--- src/sv/j2kls_pkg.sv ---
// ----------------------------------------------------------------------------
// j2kls_pkg
// Shared types and constants for the codestream length scanner.
// ----------------------------------------------------------------------------
package j2kls_pkg;

  localparam int unsigned MAX_MARKERS = 65536;
  localparam int unsigned CNT_W       = 17;
  localparam int unsigned POS_W       = 34;
  localparam int unsigned LEN_W       = 32;

  localparam logic [31:0] MAX_LENGTH_RST = 32'd268435456;

  localparam logic [15:0] MRK_EOC = 16'hFFD9;
  localparam logic [15:0] MRK_SOT = 16'hFF90;
  localparam logic [15:0] MRK_SOC = 16'hFF4F;
  localparam logic [15:0] MRK_SOP = 16'hFF91;
  localparam logic [15:0] MRK_EPH = 16'hFF92;
  localparam logic [15:0] MRK_SEG_LO_A = 16'hFF51;
  localparam logic [15:0] MRK_SEG_HI_A = 16'hFF53;
  localparam logic [15:0] MRK_SEG_LO_B = 16'hFF5C;
  localparam logic [15:0] MRK_SEG_HI_B = 16'hFF63;

  localparam logic [31:0] PSOT_MIN    = 32'd14;
  localparam logic [15:0] SEG_LEN_MIN = 16'd2;

  localparam logic [3:0] OFS_FIELD   = 4'd2;
  localparam logic [3:0] OFS_PSOT_LO = 4'd6;
  localparam logic [3:0] OFS_PSOT_HI = 4'd9;
  localparam logic [3:0] OFS_LEN_LO  = 4'd2;
  localparam logic [3:0] OFS_LEN_HI  = 4'd3;

  typedef enum logic [1:0] {
    STAT_OK    = 2'd0,
    STAT_BAD   = 2'd1,
    STAT_EARLY = 2'd2
  } status_t;

  typedef enum logic [4:0] {
    PH_IDLE = 5'b00001,
    PH_SEEK = 5'b00010,
    PH_CODE = 5'b00100,
    PH_SOT  = 5'b01000,
    PH_SEG  = 5'b10000
  } phase_t;

  typedef struct packed {
    logic              hit;
    status_t           status;
    logic [LEN_W-1:0]  length;
  } result_t;

endpackage

--- src/sv/j2kls_scan.sv ---
// ----------------------------------------------------------------------------
// j2kls_scan
// Marker walk state and per-byte next-state / verdict logic.
// ----------------------------------------------------------------------------
module j2kls_scan (
  input  logic                   clk,
  input  logic                   rst,
  input  logic                   fire,
  input  logic [7:0]             data_byte,
  input  logic                   start_req,
  input  logic                   last,
  input  logic [31:0]            max_length,
  output j2kls_pkg::result_t     res
);

  j2kls_pkg::phase_t                  phase, phase_next;
  logic [j2kls_pkg::POS_W-1:0]        byte_position, byte_position_next;
  logic [j2kls_pkg::POS_W-1:0]        next_marker_position, next_marker_position_next;
  logic [7:0]                         code_hi, code_hi_next;
  logic [23:0]                        field_value, field_value_next;
  logic [3:0]                         offset, offset_next;
  logic [j2kls_pkg::CNT_W-1:0]        marker_count, marker_count_next;

  logic [15:0]                        code;
  logic [31:0]                        psot;
  logic [15:0]                        seg_len;
  logic                               bm_go;
  logic [j2kls_pkg::POS_W-1:0]        bm_pos;
  logic [j2kls_pkg::CNT_W-1:0]        cnt_base;
  logic                               seg_marker;

  assign code    = {code_hi, data_byte};
  assign psot    = {field_value, data_byte};
  assign seg_len = {field_value[7:0], data_byte};
  assign seg_marker = (code >= j2kls_pkg::MRK_SEG_LO_A && code <= j2kls_pkg::MRK_SEG_HI_A) ||
                      (code >= j2kls_pkg::MRK_SEG_LO_B && code <= j2kls_pkg::MRK_SEG_HI_B);

  always_comb begin
    phase_next                = phase;
    byte_position_next        = byte_position;
    next_marker_position_next = next_marker_position;
    code_hi_next              = code_hi;
    field_value_next          = field_value;
    offset_next               = offset;
    marker_count_next         = marker_count;
    cnt_base                  = marker_count;
    bm_go                     = 1'b0;
    bm_pos                    = '0;
    res.hit                   = 1'b0;
    res.status                = j2kls_pkg::STAT_OK;
    res.length                = '0;

    if (start_req) begin
      byte_position_next = j2kls_pkg::POS_W'(1);
      code_hi_next       = '0;
      field_value_next   = '0;
      cnt_base           = '0;
      bm_go              = 1'b1;
      bm_pos             = j2kls_pkg::POS_W'(2);
    end else begin
      unique case (phase)
        j2kls_pkg::PH_IDLE: begin
        end
        j2kls_pkg::PH_SEEK: begin
          byte_position_next = byte_position + 1'b1;
          if (byte_position == next_marker_position) begin
            code_hi_next = data_byte;
            phase_next   = j2kls_pkg::PH_CODE;
          end
        end
        j2kls_pkg::PH_CODE: begin
          byte_position_next = byte_position + 1'b1;
          field_value_next   = '0;
          offset_next        = j2kls_pkg::OFS_FIELD;
          if (code == j2kls_pkg::MRK_EOC) begin
            res.hit    = 1'b1;
            res.status = j2kls_pkg::STAT_OK;
            res.length = j2kls_pkg::LEN_W'(next_marker_position + j2kls_pkg::POS_W'(2));
            phase_next = j2kls_pkg::PH_IDLE;
          end else if (code == j2kls_pkg::MRK_SOT) begin
            phase_next = j2kls_pkg::PH_SOT;
          end else if (seg_marker) begin
            phase_next = j2kls_pkg::PH_SEG;
          end else if (code == j2kls_pkg::MRK_SOC || code == j2kls_pkg::MRK_SOP ||
                       code == j2kls_pkg::MRK_EPH) begin
            bm_go  = 1'b1;
            bm_pos = next_marker_position + j2kls_pkg::POS_W'(2);
          end else begin
            res.hit    = 1'b1;
            res.status = j2kls_pkg::STAT_BAD;
            phase_next = j2kls_pkg::PH_IDLE;
          end
        end
        j2kls_pkg::PH_SOT: begin
          byte_position_next = byte_position + 1'b1;
          offset_next        = offset + 1'b1;
          if (offset >= j2kls_pkg::OFS_PSOT_LO) begin
            field_value_next = {field_value[15:0], data_byte};
            if (offset == j2kls_pkg::OFS_PSOT_HI) begin
              if (psot < j2kls_pkg::PSOT_MIN) begin
                res.hit    = 1'b1;
                res.status = j2kls_pkg::STAT_BAD;
                phase_next = j2kls_pkg::PH_IDLE;
              end else begin
                bm_go  = 1'b1;
                bm_pos = next_marker_position + {2'b00, psot};
              end
            end
          end
        end
        j2kls_pkg::PH_SEG: begin
          byte_position_next = byte_position + 1'b1;
          offset_next        = offset + 1'b1;
          if (offset == j2kls_pkg::OFS_LEN_LO) begin
            field_value_next = {16'h0000, data_byte};
          end else if (offset == j2kls_pkg::OFS_LEN_HI) begin
            field_value_next = {8'h00, seg_len};
            if (seg_len < j2kls_pkg::SEG_LEN_MIN) begin
              res.hit    = 1'b1;
              res.status = j2kls_pkg::STAT_BAD;
              phase_next = j2kls_pkg::PH_IDLE;
            end else begin
              bm_go  = 1'b1;
              bm_pos = next_marker_position + j2kls_pkg::POS_W'(2) + {18'h0, seg_len};
            end
          end
        end
        default: begin
          phase_next = j2kls_pkg::PH_IDLE;
        end
      endcase
    end

    // open the next marker: count limit, then length limit
    if (bm_go) begin
      next_marker_position_next = bm_pos;
      if (cnt_base >= j2kls_pkg::CNT_W'(j2kls_pkg::MAX_MARKERS)) begin
        res.hit    = 1'b1;
        res.status = j2kls_pkg::STAT_BAD;
        phase_next = j2kls_pkg::PH_IDLE;
      end else begin
        marker_count_next = cnt_base + 1'b1;
        if (bm_pos + j2kls_pkg::POS_W'(2) > {2'b00, max_length}) begin
          res.hit    = 1'b1;
          res.status = j2kls_pkg::STAT_BAD;
          phase_next = j2kls_pkg::PH_IDLE;
        end else begin
          phase_next = j2kls_pkg::PH_SEEK;
        end
      end
    end else if (start_req) begin
      marker_count_next = cnt_base;
    end

    if (!res.hit && last && phase_next != j2kls_pkg::PH_IDLE) begin
      res.hit    = 1'b1;
      res.status = j2kls_pkg::STAT_EARLY;
      res.length = '0;
      phase_next = j2kls_pkg::PH_IDLE;
    end
  end

  always_ff @(posedge clk) begin
    if (rst) begin
      phase                <= j2kls_pkg::PH_IDLE;
      byte_position        <= '0;
      next_marker_position <= '0;
      code_hi              <= '0;
      field_value          <= '0;
      offset               <= '0;
      marker_count         <= '0;
    end else if (fire) begin
      phase                <= phase_next;
      byte_position        <= byte_position_next;
      next_marker_position <= next_marker_position_next;
      code_hi              <= code_hi_next;
      field_value          <= field_value_next;
      offset               <= offset_next;
      marker_count         <= marker_count_next;
    end
  end

endmodule

--- src/sv/jpeg2000_codestream_length_scan.sv ---
// ----------------------------------------------------------------------------
// jpeg2000_codestream_length_scan
// Walks the marker structure of a candidate codestream one byte per beat and
// reports at most one verdict (found end, invalid, ended early) per scan.
// ----------------------------------------------------------------------------
//  channel | signals                                      | dir
//  --------+----------------------------------------------+-----
//  input   | in_valid in_ready data_byte start_req last   | in
//  result  | out_valid out_ready status length            | out
//  config  | cfg_valid cfg_ready cfg_data (max_length)    | in
//
//  one byte per cycle while no result waits on a low out_ready; a verdict
//  enters the result register when its byte leaves the input register
//  input register -> marker walk logic -> result register
//  the input stage holds while a result waits and out_ready is low
//  cfg_ready is always high; rst clears the scan to idle, max_length 2^28
// ----------------------------------------------------------------------------
module jpeg2000_codestream_length_scan (
  input  logic        clk,
  input  logic        rst,
  input  logic        in_valid,
  output logic        in_ready,
  input  logic [7:0]  data_byte,
  input  logic        start_req,
  input  logic        last,
  output logic        out_valid,
  input  logic        out_ready,
  output logic [1:0]  status,
  output logic [31:0] length,
  input  logic        cfg_valid,
  output logic        cfg_ready,
  input  logic [31:0] cfg_data
);

  logic               in_full;
  logic [7:0]         ib_data;
  logic               ib_start;
  logic               ib_last;
  logic               advance;
  logic [31:0]        max_length;
  j2kls_pkg::result_t res;
  j2kls_pkg::status_t out_status;
  logic [31:0]        out_length;

  assign advance   = in_full && (!out_valid || out_ready);
  assign in_ready  = !in_full || advance;
  assign cfg_ready = 1'b1;

  always_ff @(posedge clk) begin
    if (rst) begin
      max_length <= j2kls_pkg::MAX_LENGTH_RST;
    end else if (cfg_valid && cfg_ready) begin
      max_length <= cfg_data;
    end
  end

  always_ff @(posedge clk) begin
    if (rst) begin
      in_full <= 1'b0;
    end else if (in_ready) begin
      in_full <= in_valid;
    end
  end

  always_ff @(posedge clk) begin
    if (in_valid && in_ready) begin
      ib_data  <= data_byte;
      ib_start <= start_req;
      ib_last  <= last;
    end
  end

  j2kls_scan u_scan (
    .clk        (clk),
    .rst        (rst),
    .fire       (advance),
    .data_byte  (ib_data),
    .start_req  (ib_start),
    .last       (ib_last),
    .max_length (max_length),
    .res        (res)
  );

  always_ff @(posedge clk) begin
    if (rst) begin
      out_valid <= 1'b0;
    end else if (advance && res.hit) begin
      out_valid <= 1'b1;
    end else if (out_ready) begin
      out_valid <= 1'b0;
    end
  end

  always_ff @(posedge clk) begin
    if (advance && res.hit) begin
      out_status <= res.status;
      out_length <= res.length;
    end
  end

  assign status = out_status;
  assign length = out_length;

endmodule

--- config.mk ---
export PLATFORM = sky130hd
export DESIGN_NAME = jpeg2000_codestream_length_scan
export DESIGN_NICKNAME = d
export VERILOG_FILES = /design/src/sv/j2kls_pkg.sv /design/src/sv/j2kls_scan.sv /design/src/sv/jpeg2000_codestream_length_scan.sv
export SDC_FILE = /design/constraint.sdc
export NUM_CORES = 1
export LEC_CHECK = 0
export BUFFER_PORTS_ARGS = -buffer_cell sky130_fd_sc_hd__buf_2
export CAP_MARGIN = 20
export CORE_ASPECT_RATIO = 0.8
export CORE_MARGIN = 3
export CORE_UTILIZATION = 50
export DETAILED_ROUTE_END_ITERATION = 8
export PLACE_DENSITY = 0.73
export SYNTH_ARGS = -nofsm -noshare
export SYNTH_HDL_FRONTEND = slang
export SYNTH_HIERARCHICAL = 1
export SYNTH_SLANG_ARGS = --single-unit
--- constraint.sdc ---
create_clock -name clk -period 23.7 [get_ports clk]
set_input_delay 3.555 -clock clk [delete_from_list [all_inputs] [get_ports clk]]
set_output_delay 3.555 -clock clk [all_outputs]
set_load 0.005 [all_outputs]
After elaboration in Yosys (flattened, before gate mapping)
Index checks and enable logic that the tools add are counted.
- add/sub/neg operators: 7
- equal/unequal tests: 18
- muxes and demuxes: 76
- reduce and logical (&&, ||, !) cells: 31
- $lt $le $gt $ge: 9
- bitwise operators: 3
- operator list (kind ; number):
    $mux W34 ; 13
    $pmux W34 S3 ; 1
    $mux W24 ; 4
    $eq A16 B16 Y1 const B ; 5
    $mux W5 ; 15
    $pmux W24 S3 ; 1
    $mux W35 ; 2
    $add A34 B2 Y34 const B ; 2
    $mux W17 ; 4
    $mux W32 ; 2
    $mux W3 ; 13
    $add A34 B1 Y34 const B ; 1
    $add A34 B16 Y34 ; 1
    $add A34 B32 Y34 ; 1
    $eq A34 B34 Y1 ; 1
    $gt A34 B32 Y1 ; 1
    $ge A16 B16 Y1 const B ; 2
    $le A16 B16 Y1 const B ; 2
    $lt A32 B4 Y1 const B ; 1
    $pmux W5 S5 ; 1
    $mux W8 ; 3
    $add A17 B1 Y17 const B ; 1
    $ge A17 B17 Y1 const B ; 1
    $lt A16 B2 Y1 const B ; 1
    29 further kinds ; 65
- input bits: 47
- register bits after elaboration: 204
- output and inout port bits: 37

Depth between registers and ports, before layout
- word-level depth: 20
- gate-level depth with buffers: 36

By module
The synthesis kept the hierarchy.
- by module, submodules not included (module ; instances ; area an instance (um2) ; cells each):
    j2kls_scan ; 1 ; 13259.0 ; 1821
    jpeg2000_codestream_length_scan ; 1 ; 2593.7 ; 161

Worst setup path before layout
No wires, ideal clock.
- path kind: register to register
- from: register u_scan/next_marker_position[5] in the netlist's numbering
- to: register out_length[0] (netlist: length[0]) (enable)
- buffers on the path: 3
- required time: 23.271 ns
- stages on the path, launching flop included: 36
- library setup time: 0.429 ns
- period minus slack after synthesis: 8.269 ns
- arrival: 7.840 ns
- slack: 15.431 ns
- path through: dfxtp_1 buf_2 and4_1 buf_4 nand3_1 nor2_1 xnor2_1 inv_1 ha_1 clkbuf_1 nand3_1 a2111oi_0 o21ai_0 a211oi_2 o2111ai_1 xnor2_1 a222oi_1 nor2_1 nor4b_1 nand3_1 or4_1 xnor2_1 ha_1 nand4_1 or2_2 o22ai_1 a2111oi_0 a21oi_1 o21ai_0 or4b_2 o21ai_0 o31ai_1 o211ai_1 nand3_1 nand2_1 nor2b_1
- RTL lines (element ; RTL line ; text):
    start, declared ; j2kls_scan.sv:18 ; logic [j2kls_pkg::POS_W-1:0] next_marker_position, next_marker_position_next;
    start signal, assigned ; j2kls_scan.sv:175 ; next_marker_position <= next_marker_position_next;
    end signal, assigned ; jpeg2000_codestream_length_scan.sv:97 ; out_length <= res.length;
    end, declared ; jpeg2000_codestream_length_scan.sv:43 ; logic [31:0] out_length;

==> flow_summary_export.csv <==
group,metric,value,unit
run_status,status,"complete, no violations",
placed_design,dp_hpwl,45.3,mm
critical_path,cpMostUsedCell,"o21ai_0",
clocking,cts_buffers,24,
timing,finClkSkew,20.9,ps
power_and_ir_drop,power,0.802,mW
layout,n_antenna_cell,0,
synth,synth_seq_cells,204,
synth,async_flop_share,0,%
timing,post-route-period-util,39.3,%
synth,synth_ff_type,"dfxtp_1",
clocking,cts_max_path_buffers,3,
clocking,cts_hold_buffers,0,
synth,synth.distinct_cells,107,
synth,synth_area,15900,um2
routing,first_pass_iters,6,
routing,wl,59.0,mm
synth,yosysSeqAreaShare,28.5,%
routing,vias_per_cell,6.51,
timing,slew_viol_final,0,
global_routing,track_usage,34.1,%
timing,finalSetupTns,0,ps
routing,wl_per_cell,24.3,um
synth,synthCells,1982,
power_and_ir_drop,powerDensity,46.7,nW/um2
power_and_ir_drop,vdd_drop_max,0.0590,mV
synth,synth_edf_count,44,
layout,layout-drive-gt1-share,10.2,%
timing,hold_violations,0,
min_path,hp-start,"u_scan/marker_count[16]",
global_routing,grt_pass1_vias,14432,
clocking,numClockSinks,204,
clocking,cts-resized-gates,0,
timing,whs,466,ps
routing,ant_nets,0,
critical_path,reg2reg_slack,14380,ps
timing,timing.final.ws_setup,14380,ps
routing,drtIter0Drc,2026,
die,die_x,205,um
critical_path,r2r_start,"u_scan/next_marker_position[1]",
placed_design,io_buffers,82,
critical_path,end_kind,"register",
clocking,post-cts-setup-buffers,0,
global_routing,grt_antenna_before_repair,3,
synth,yosysTopAreaCellShare,20.2,%
synth,synth_top_cell_by_area,"dfxtp_1",
placed_design,gp_congestion,1.01,
timing,worst_pin_slew,1280,ps
routing,drc,0,
timing,max_slew_margin,14.6,%
min_path,hold_class,"register to register",
clocking,cts_tree,"built",
die,num_rows,57,
critical_path,critPathMaxStageDelay,780,ps
critical_path,crit_fanout,23,
placed_design,place_ws,14620,ps
global_routing,grt_pass1_wl,88.2,mm
timing,setup_violations,0,
timing,rsz0062_at_grt,"false",
die,core_area,30800,um2
min_path,whs_path_depth,2,
die,die_area,33900,um2
critical_path,worst-setup-path-type,"register to register",
synth,synth_most_common_cell,"nor2_1",
synth,synth.area.top_cells,"dfxtp_1 (20%), edfxtp_1 (8.3%), ha_1 (6.9%)",
critical_path,critPathLaunchType,"register",
synth,synth_common_cells,"nor2_1 (264), nand2_1 (180), dfxtp_1 (160)",
clocking,cts-root-buf,"clkbuf_16",
layout,layout.nets,2132,
critical_path,slowest_stage,"o31ai_1",
min_path,hold_path_end,"u_scan/marker_count[16]",
critical_path,cp-startpoint,"u_scan/next_marker_position[1]",
global_routing,grt_overflow,0,
clocking,cts.clk_slew.worst_paths,70,ps
synth,ys_warn_count,6,
critical_path,timing.rr.end,"length[16]",
job,max_cap_violations,0,
timing,layout_min_cycle_time,9320,ps
layout,final_util,55.7,%
critical_path,cp.arrival,9600,ps
routing,num_vias,15801,
clocking,htreeDepth,1,
power_and_ir_drop,p_leak,6.56,nW
critical_path,ff2ff_path_depth,31,
layout,num-fill-cells,2924,
synth,avgSynthCellArea,8.00,um2
die,ios,84,
layout,area_growth,8.30,%
die,die_y,165,um
critical_path,crit_required,23980,ps
global_routing,grt_max_degree,98,
timing,max_freq,107,MHz
clocking,clock_latency,550,ps
die,initial_core_util,51.5,%
synth,synth_fp_nets,2118,
## logic make-up after synthesis
kind of cell | Yosys count | synth area share [%]
and+or+nand+nor | 843 | 27.9
AOI/OAI and AO/OA | 465 | 19.7
DFF | 204 | 28.5
buffers and inverters | 180 | 5.14
xor gates and xnor gates | 162 | 9.12
adders and majority gates | 89 | 7.12
muxes | 38 | 2.42
other | 1 | 0.0237
## state kept, by name, summed over array words and instances (netlist names)
register                     cells
max_length                      32
u_scan/phase                     5
status                           2
u_scan/code_hi                   8
in_full                          1
length                          32
u_scan/field_value              24
ib_last                          1
u_scan/offset                    4
u_scan/byte_position            34
u_scan/next_marker_position     34
u_scan/marker_count             17
ib_data                          8
ib_start                         1
out_valid                        1
## per-stage QoR
step	cells	instance area [um2]
after floorplan	1982	15900
after global placement	2381	16400
after detailed placement	2381	16400
after CTS	2425	17100
after global routing	2427	17200
final	2427	17200
## cell usage in the layout (no fill, tap or decap), types with 66 or more instances in the layout
master	instances
nand2_1	179
a21oi_1	145
xnor2_1	78
o21ai_0	66
inv_1	67
xor2_1	82
buf_2	81
ha_1	87
dfxtp_1	160
nor2_1	263
## report_power, final
| part | internal (mW) | switching, mW | leakage (nW) | total, mW |
|---|---|---|---|---|
| clock | 0.214 | 0.162 | 0.378 | 0.376 |
| combinational | 0.0205 | 0.0374 | 4.42 | 0.0579 |
| sequential | 0.360 | 0.00875 | 1.77 | 0.369 |
## critical path, delay by kind of cell (launching register included)
kind	cells	cell delay (ps)
AOI/OAI and AO/OA	13	3930
and+or+nand+nor	11	2560
adders and majority gates	3	890
xor gates and xnor gates	3	820
DFF	1	620
buffers and inverters	1	190
## area by class of cell
cell class	count	area (um2)	area share [%]
Multi-Input combinational cell	1598	10500	61.3
Timing Repair Buffer	100	561	3.26
Tap cell	413	517	3.01
Clock buffer	29	629	3.67
Sequential cell	204	4520	26.4
Clock inverter	15	155	0.904
Inverter	68	255	1.49
## worst max-delay path by stage
stage                       endpoint  slack (ps)
after floorplan            length[0]       15430
after global placement    length[19]       14950
after detailed placement  length[12]       14620
after CTS                 length[16]       14500
after global routing      length[25]       13600
final                     length[16]       14380
## layer usage
metal | track usage, % | vias up | part of all wire [%]
met5 | 0 | - | 0.054
met4 | 12.7 | 4 | 4.1
met3 | 8.88 | 173 | 11
met2 | 50.2 | 852 | 42
met1 | 47.8 | 7506 | 43
li1 | - | 7266 | -
Power figures use the tool's default switching activity.
